--- src/hdl/vwap_window_crossover_signal_macros.svh ---
// Assertion macros for the VWAP crossover block.
// Included by the top level; no other dependencies.
`ifndef VWAP_WINDOW_CROSSOVER_SIGNAL_MACROS_SVH
`define VWAP_WINDOW_CROSSOVER_SIGNAL_MACROS_SVH
`define VWCS_ASSERT_IMPL(lbl, a, c, msg) \
    lbl: assert property (@(posedge aclk) disable iff (!aresetn) (a) |-> (c)) else $error(msg);
`define VWCS_ASSERT_NEXT(lbl, a, c, msg) \
    lbl: assert property (@(posedge aclk) disable iff (!aresetn) (a) |=> (c)) else $error(msg);
`endif

--- src/hdl/vwcs_pkg.sv ---
// Shared types and constants for the VWAP crossover block.
// No dependencies.
package vwcs_pkg;
    localparam int HISTORY_DEPTH_DEF = 1024;
    localparam int FRACTION_BITS_DEF = 16;
    localparam logic [15:0] SHORT_WINDOW_RST = 16'd360;
    localparam logic [15:0] LONG_WINDOW_RST = 16'd600;
    localparam logic [0:0] REG_SHORT = 1'b0;
    localparam logic [0:0] REG_LONG = 1'b1;
    localparam logic [1:0] SIG_NONE = 2'd0;
    localparam logic [1:0] SIG_BUY = 2'd1;
    localparam logic [1:0] SIG_SELL = 2'd2;
    localparam logic [47:0] MASK48 = 48'hFFFF_FFFF_FFFF;

    typedef struct packed {
        logic [31:0] ts;
        logic [47:0] turnover;
        logic [31:0] volume;
        logic [31:0] price;
    } tick_t;

    typedef enum logic [3:0] {
        ST_IDLE, ST_SRD, ST_SCHK, ST_LRD, ST_LCHK, ST_DIV, ST_FULLRD, ST_FULLDO,
        ST_PUSH, ST_OUT
    } state_t;
endpackage

--- src/hdl/vwcs_front.sv ---
// Front end: input acceptance into a two-entry tick queue.
// Depends on vwcs_pkg.
module vwcs_front (
    input  logic             aclk,
    input  logic             aresetn,
    input  logic             in_valid,
    output logic             in_ready,
    input  vwcs_pkg::tick_t  in_tick,
    output logic             q_valid,
    input  logic             q_pop,
    output vwcs_pkg::tick_t  q_tick
);
    vwcs_pkg::tick_t mem_reg [2];
    logic rd_reg, wr_reg;
    logic [1:0] cnt_reg;
    logic push;

    assign in_ready = (cnt_reg != 2'd2);
    assign push = in_valid && in_ready;
    assign q_valid = (cnt_reg != 2'd0);
    assign q_tick = mem_reg[rd_reg];

    always_ff @(posedge aclk) begin
        if (!aresetn) begin
            rd_reg <= 1'b0;
            wr_reg <= 1'b0;
            cnt_reg <= 2'd0;
        end else begin
            if (push) begin
                wr_reg <= ~wr_reg;
            end
            if (q_pop && q_valid) begin
                rd_reg <= ~rd_reg;
            end
            cnt_reg <= cnt_reg + {1'b0, push} - {1'b0, q_pop && q_valid};
        end
        if (push) begin
            mem_reg[wr_reg] <= in_tick;
        end
    end
endmodule

--- config.mk ---
export PLATFORM = sky130hd
export DESIGN_NAME = vwcs_front
export DESIGN_NICKNAME = d
export VERILOG_FILES = /design/src/hdl/vwap_window_crossover_signal_macros.svh /design/src/hdl/vwcs_pkg.sv /design/src/hdl/vwcs_front.sv
export SDC_FILE = /design/constraint.sdc
export NUM_CORES = 1
export LEC_CHECK = 0
export BUFFER_PORTS_ARGS = -buffer_cell sky130_fd_sc_hd__clkbuf_2
export CAP_MARGIN = 15
export CORE_UTILIZATION = 52
export DETAILED_ROUTE_END_ITERATION = 8
export PLACE_DENSITY = 0.79
export REMOVE_ABC_BUFFERS = 1
export SLEW_MARGIN = 25
export SYNTH_ARGS = -nofsm -noshare
export SYNTH_HDL_FRONTEND = slang
export SYNTH_SLANG_ARGS = --single-unit
--- constraint.sdc ---
create_clock -name aclk -period 11.46 [get_ports aclk]
set_clock_uncertainty 0.15 [all_clocks]
set_input_delay 1.719 -clock aclk [delete_from_list [all_inputs] [get_ports aclk]]
set_output_delay 1.719 -clock aclk [all_outputs]
set_load 0.1 [all_outputs]
==> impl_results.md, run 1 <==
- Avg Cell Area, Syn: 23.0 sq um
- Starting Density: 0.533
- Synthesized cell area: roughly 0.011 sq mm
- Post-detail-place hpwl: 13100 um
- Post-cts resize count: 0
- H-tree depth: 1
- Buffers and inverters on the worst path: 2
- Vias: 5407
- Final hold vios: 0
- Tightest Pin Transition: between 0.9 and 1 ns
- Drt first pass iters: 4
- IO Pins: 294
- Gr ovfl total: 0
- CP Class: register to output pin
- Fmax: 214 MHz
- # hold bufs at CTS: 0
- Area Growth Syn to Fin: 24.5%
- WL/cell: 18.1 um
- CTS tree: done
- Layout Nets: roughly 940
- Hold WC Path Type: register to register
- Core region area: approximately 0.020 sq mm
- Final worst path period need: 4.68 ns
- CP Max Fanout: 65
- Status: finished clean
- CTS Buf Count: 30
- Die Y: between 100 and 150 um
- Final GP Congestion: 0.783
- Final TNS setup: 0 ns
- Fill cell count: 1352
- Startpoint types: register
- RSZ-0062 raised after global routing: no
- Via density per instance: between 5 and 6
- Clk_lat worst skew: about 0.53 ns
- CTS sink cnt: about 290
- Clock tree buffer depth: 3
- Max stage delay cell, worst path: buf_4
- DR iter-0 viols: ~240
- Vias in the first global route: 5733
- CP Capture Type: output pin
- Reg area: 0.00875 sq mm
- Max reg flops: 288
- Cell Chain, Critical Path: buf_4 -> mux2_2 -> clkbuf_2
- Share of cells above drive strength 1: 0.597
- Unique masters post-synth: 18
- Sequential fraction of the synthesis area: 0.806
- Worst EP arrival: 2.81 ns
- Clock slew at reported path FFs: 0.06 ns
- DRT Wirelength: 19500 um
- Max Cap Viol: 0
- Post-Syn Instances: 472
- Initial antenna violation count: 1
- Pin count of the biggest net entering global routing: 81
- Multi-input logic area: 0.00199 sq mm
- Antenna-violating nets left: 0
- Slew Limit Fails: 0
- Critical Path Stages: 3
- Gr usage total: 0.180
- Worst endpoint required time: around 9.6 ns
- Tcrit/Tclk final: 0.409
- #FFs+latches synth: between 200 and 300
- First-pass GRT wire length: about 30000 um
- # rows: 52
- R2R depth: 4
- Drc violations: 0
- Root buf cell: clkbuf_16
- Die width: 147 um
- Ys Warns: 0
- Max-slew headroom: 0.391
- Max stage delay on crit path: 0.77 ns
- # setup viols final: 0
- Min-Delay Path Depth: 2
- DIE AREA: about 0.021 sq mm
- Family with the most delay on the worst path: buffers and inverters
- Post-CTS setup repair buffer count: 0
- Port buffer count: 293
[layout make-up]
| cell class | count | area share |
|---|---|---|
| inverters | 1 | 0.000278 |
| diodes | 1 | 0.000185 |
| well taps | 270 | 0.0250 |
| flip-flops and latches | 293 | 0.647 |
| repair buffers | 299 | 0.114 |
| multi-input cells | 162 | 0.147 |
| clock inverters | 12 | 0.00592 |
| clock buffers | 42 | 0.0604 |
[worst register-to-register path: stages (launching register included)]
cell and delay [ns]:
dfxtp_1 0.37, nand2b_1 0.19, and3_4 0.45, buf_16 0.32
buf_4 0.78
[cell usage after synthesis]
cell type,n,area (sq um)
edfxtp_1,288,8650
mux2_2,84,946
mux2_4,60,901
buf_2,8,40.0
buf_6,8,90.1
dfxtp_1,5,100
xnor2_1,3,26.3
and2_1,2,12.5
ha_1,2,25.0
nand2_1,2,7.51
nand2b_1,2,12.5
nor2b_1,2,12.5
and3_1,1,6.26
inv_1,1,3.75
mux2i_1,1,10.0
nor2_1,1,3.75
o21a_1,1,7.51
or2_2,1,6.26
[final timing paths]
check                           startpoint            end  slack (ns)
worst max-delay path              register     q_tick[31]        6.78
worst min register to register      wr_reg         wr_reg        0.40
worst max register to register  cnt_reg[0]  mem_reg[1][3]        8.76
worst min-delay path                wr_reg         wr_reg        0.40
[cell usage in the layout, fill, tap and decap left out, drive strengths merged]
| cell type | instances |
|---|---|
| clkbuf | 335 |
| o21a | 1 |
| or2 | 1 |
| nand2 | 2 |
| nor2 | 1 |
| edfxtp | 288 |
| and3 | 1 |
| nor2b | 2 |
| nand2b | 2 |
| and2 | 2 |
| ha | 2 |
| mux2 | 144 |
| dfxtp | 5 |
| clkinv | 11 |
| buf | 6 |
| diode | 1 |
| inv | 1 |
| bufinv | 1 |
| xnor2 | 3 |
| mux2i | 1 |
[metrics by stage]
stage               instances  hold slack [ns]  worst slack [ns]  cell area [sq um]   util
finish                   1080            0.396              6.78              13500  0.664
global route             1079            0.407              6.65              13500  0.664
detailed placement       1024            0.387              7.25              12600  0.618
floorplan                 456            0.305              2.81              10700      -
global placement         1024            0.376              7.35              12600  0.618
CTS                      1078            0.397              6.75              13500  0.662
[cells by family (layout without fill, tap and decap cells)]
kind of cell,after synthesis,after routing,synth area share
AO/OA/AOI/OAI,1,1,0.000692
adder cells (fa/ha/maj),2,2,0.00230
multiplexers,145,145,0.171
XOR/XNOR,3,3,0.00242
AND/OR/NAND/NOR,11,11,0.00565
flip-flops,293,293,0.806
other,0,1,0
buffers and inverters,17,354,0.0123
[metal layers]
layer  vias up  share of wire  global-route usage
met5         -              0                   0
met4         0          0.023              0.0526
met3        37          0.086              0.0575
met2       203           0.51               0.317
met1      2657           0.38               0.212
li1       2510              -                   -
Power of run 1 is left out: the tool's default activity adds up to more than one toggle a clock period on the data nets, which glitch-free logic cannot reach.
==> run 2, diff against run 1 <==
--- a/config.mk
+++ b/config.mk
@@ -5,6 +5,7 @@
 export SDC_FILE = /design/constraint.sdc
 export NUM_CORES = 1
 export LEC_CHECK = 0
+export ABC_AREA = 1
 export BUFFER_PORTS_ARGS = -buffer_cell sky130_fd_sc_hd__clkbuf_2
 export CAP_MARGIN = 15
 export CORE_UTILIZATION = 52
==> constraint.sdc (replaced) <==
create_clock -name aclk -period 4.8 [get_ports aclk]
set_clock_uncertainty 0.15 [all_clocks]
set_input_delay 0.72 -clock aclk [delete_from_list [all_inputs] [get_ports aclk]]
set_output_delay 0.72 -clock aclk [all_outputs]
set_load 0.1 [all_outputs]
==> run 2 against run 1 <==
Via count rose by 2.0%; critical path depth did not move; routed wire length rose by 3.0%; first-iteration DRC count fell by 8.6%; worst setup slack got worse by 5.4 ns; global-route usage rose by 0.43 points; synthesized area barely moved; synthesized cell count rose by 2.5%; core utilization rose by 0.20 points; clock-buffer cell count fell by 3; cell count rose by 1.2%; register-to-register slack got worse by 6.4 ns; critical path type unchanged; highest routed layer unchanged.
==> impl_results.md, run 2 <==
- Vias: 5517 (+2.0%)
- DR iter-0 viols: 223 (-8.6%)
- CTS Buf Count: 30 (unchanged)
- Post-Syn Instances: 484 (+2.5%)
- CTS sink cnt: 293 (unchanged)
- Hold Path End: mem_reg[0][12]
- # hold bufs at CTS: 0 (unchanged)
- Area Growth Syn to Fin: 24.8%
- Tightest Pin Transition: 0.934 ns (+0.0204 ns)
- Gr usage total: 0.184 (+0.00426)
- Core region area: 0.0204 sq mm (unchanged)
- Async set-reset flop share out of synthesis: 0 (unchanged)
- Final TNS setup: 0 ns (unchanged)
- Fmax: roughly 290 MHz
- Ys Warns: 0 (unchanged)
- R2R depth: 5 (+1)
- Pin count of the biggest net entering global routing: 100 (+23%)
- Die Y: 147 um (about the same)
- CP Capture Type: output pin
- Ys flop type: edfxtp_1
- H-tree depth: 1 (unchanged)
- Post-synth top area share: 0.796 (about the same)
- Post-detail-place hpwl: 13800 um (+5.0%)
- First-pass GRT wire length: 30800 um (+1.9%)
- EDFF count, synth: 288 (unchanged)
- Status: finished clean
- #FFs+latches synth: 293 (unchanged)
- Worst R2R Start: cnt_reg[0]
- Share of cells above drive strength 1: 0.587 (-0.0102)
- Most frequent cells in the layout: clkbuf_2 (293), edfxtp_1 (288), mux2_2 (84)
- Drt first pass iters: 6 (+2)
- Largest cells by area after synthesis: edfxtp_1 (80%), mux2_2 (8.7%), mux2_4 (8.3%)
- Hold WC Path Type: input port to register
- N_diodes: 0 (-1)
- Most common cell after layout, fill and taps aside: clkbuf_2
- Avg Cell Area, Syn: 22.4 sq um (-2.4%)
- Fill cell count: 1355 (+0.22%)
- RSZ-0062 raised after global routing: no
- CTS tree: done
- CP Class: register to output pin
- Tcrit/Tclk final: 0.708
- Clk_lat worst skew: 0.53 ns (about the same)
- Sequential fraction of the synthesis area: 0.805 (about the same)
- Max Cap Viol: 0 (unchanged)
- Max reg flops: 288 (unchanged)
- Port buffer count: 293 (unchanged)
- Starting Density: 0.534 (about the same)
- # setup viols final: 0 (unchanged)
- Layout Nets: 951 (+1.5%)
- Die width: 147 um (about the same)
- Final GP Congestion: 0.808 (+3.2%)
- Final hold vios: 0 (unchanged)
- Startpoint types: register
- Slew Limit Fails: 0 (unchanged)
- Placed cells: 1039 (+1.5%)
- WL/cell: 18.4 um (+1.8%)
- Max-slew headroom: 0.378 (-0.0136)
- Min-Delay Path Depth: 1 (-1)
- Final cell count without fillers: 1093 (+1.2%)
- Drc violations: 0 (unchanged)
- RR Endpoint: mem_reg[1][71]
- Worst EP arrival: 2.53 ns (-0.28 ns)
- Worst endpoint required time: 3.93 ns (-5.66 ns)
- CP Max Fanout: 32 (-51%)
- Reg2Reg Setup Slack: 2.38 ns (-6.38 ns)
- Synthesized cell area: 0.0109 sq mm (about the same)
- DRT Wirelength: 20100 um (+3.0%)
- Initial antenna violation count: 0 (-1)
- Antenna-violating nets left: 0 (unchanged)
- Root buf cell: clkbuf_16
- # rows: 52 (unchanged)
- Via density per instance: 5.05 (+0.82%)
- Final worst path period need: 3.40 ns
- DIE AREA: 0.0215 sq mm (about the same)
- IO Pins: 294 (unchanged)
- Post-cts resize count: 0 (unchanged)
- Top-count cell post-synth: edfxtp_1
- Unique masters post-synth: 12 (-6)
- Clock tree buffer depth: 3 (unchanged)
- Hold path startpoint: in_tick[12]
- Gr ovfl total: 0 (unchanged)
- Vias in the first global route: 5974 (+4.2%)
- Post-CTS setup repair buffer count: 0 (unchanged)
- Top post-synthesis cells by count: edfxtp_1 (288), mux2_2 (84), mux2_4 (60)
- Clock slew at reported path FFs: 0.06 ns (about the same)
- Synth area leader: edfxtp_1
run 2: worst max path at each step:
stage / slack [ns] / from / endpoint / cells past startpoint
3_5_place_dp: 1.96 / register / q_tick[60] / 3
5_1_grt: 1.31 / register / q_tick[9] / 3
2_1_floorplan: -3.27 / cnt_reg[0] / mem_reg[0][0] / 4
3_3_place_gp: 1.99 / register / q_tick[9] / 3
6_report: 1.40 / register / q_tick[60] / 3
4_1_cts: 1.37 / register / q_tick[60] / 3
run 2: logic make-up after synthesis:
group | share of synthesized area
compound gates | 0.000921
mux | 0.170
fa+ha+maj | 0.00230
buf+inv | 0.0144
flops | 0.805
simple gates | 0.00725
run 2: final cells by class:
cell class,instances,area (sq um),area share
Inverter,7,31.3,0.00231
Tap cell,270,338,0.0249
Sequential cell,293,8750,0.646
Clock buffer,39,806,0.0594
Clock inverter,15,111,0.00821
Multi-Input combinational cell,168,1970,0.145
Timing Repair Buffer,301,1550,0.114
run 2: critical path, stage by stage, from the launching register on:
cell      delay [ns]
dfxtp_4         0.68
buf_4           0.52
mux2_2          0.40
clkbuf_2        0.37
run 2: metal layers:
metal / routed length [um] / GRT usage
met5: 0 / 0
met2: 10200 / 0.327
met3: 1820 / 0.0591
met4: 624 / 0.0635
met1: 7460 / 0.210
run 2: through the flow:
| step | worst slack (ns) | cell area, sq um | hold WS (ns) | util |
|---|---|---|---|---|
| detailed placement | 1.96 | 12600 | 0.362 | 0.621 |
| finish | 1.40 | 13600 | 0.223 | 0.666 |
| floorplan | -3.27 | 10700 | 0.317 | - |
| global route | 1.31 | 13600 | 0.205 | 0.666 |
| global placement | 1.99 | 12600 | 0.333 | 0.621 |
| CTS | 1.37 | 13600 | 0.198 | 0.666 |
Power of run 2 is left out for the same reason.
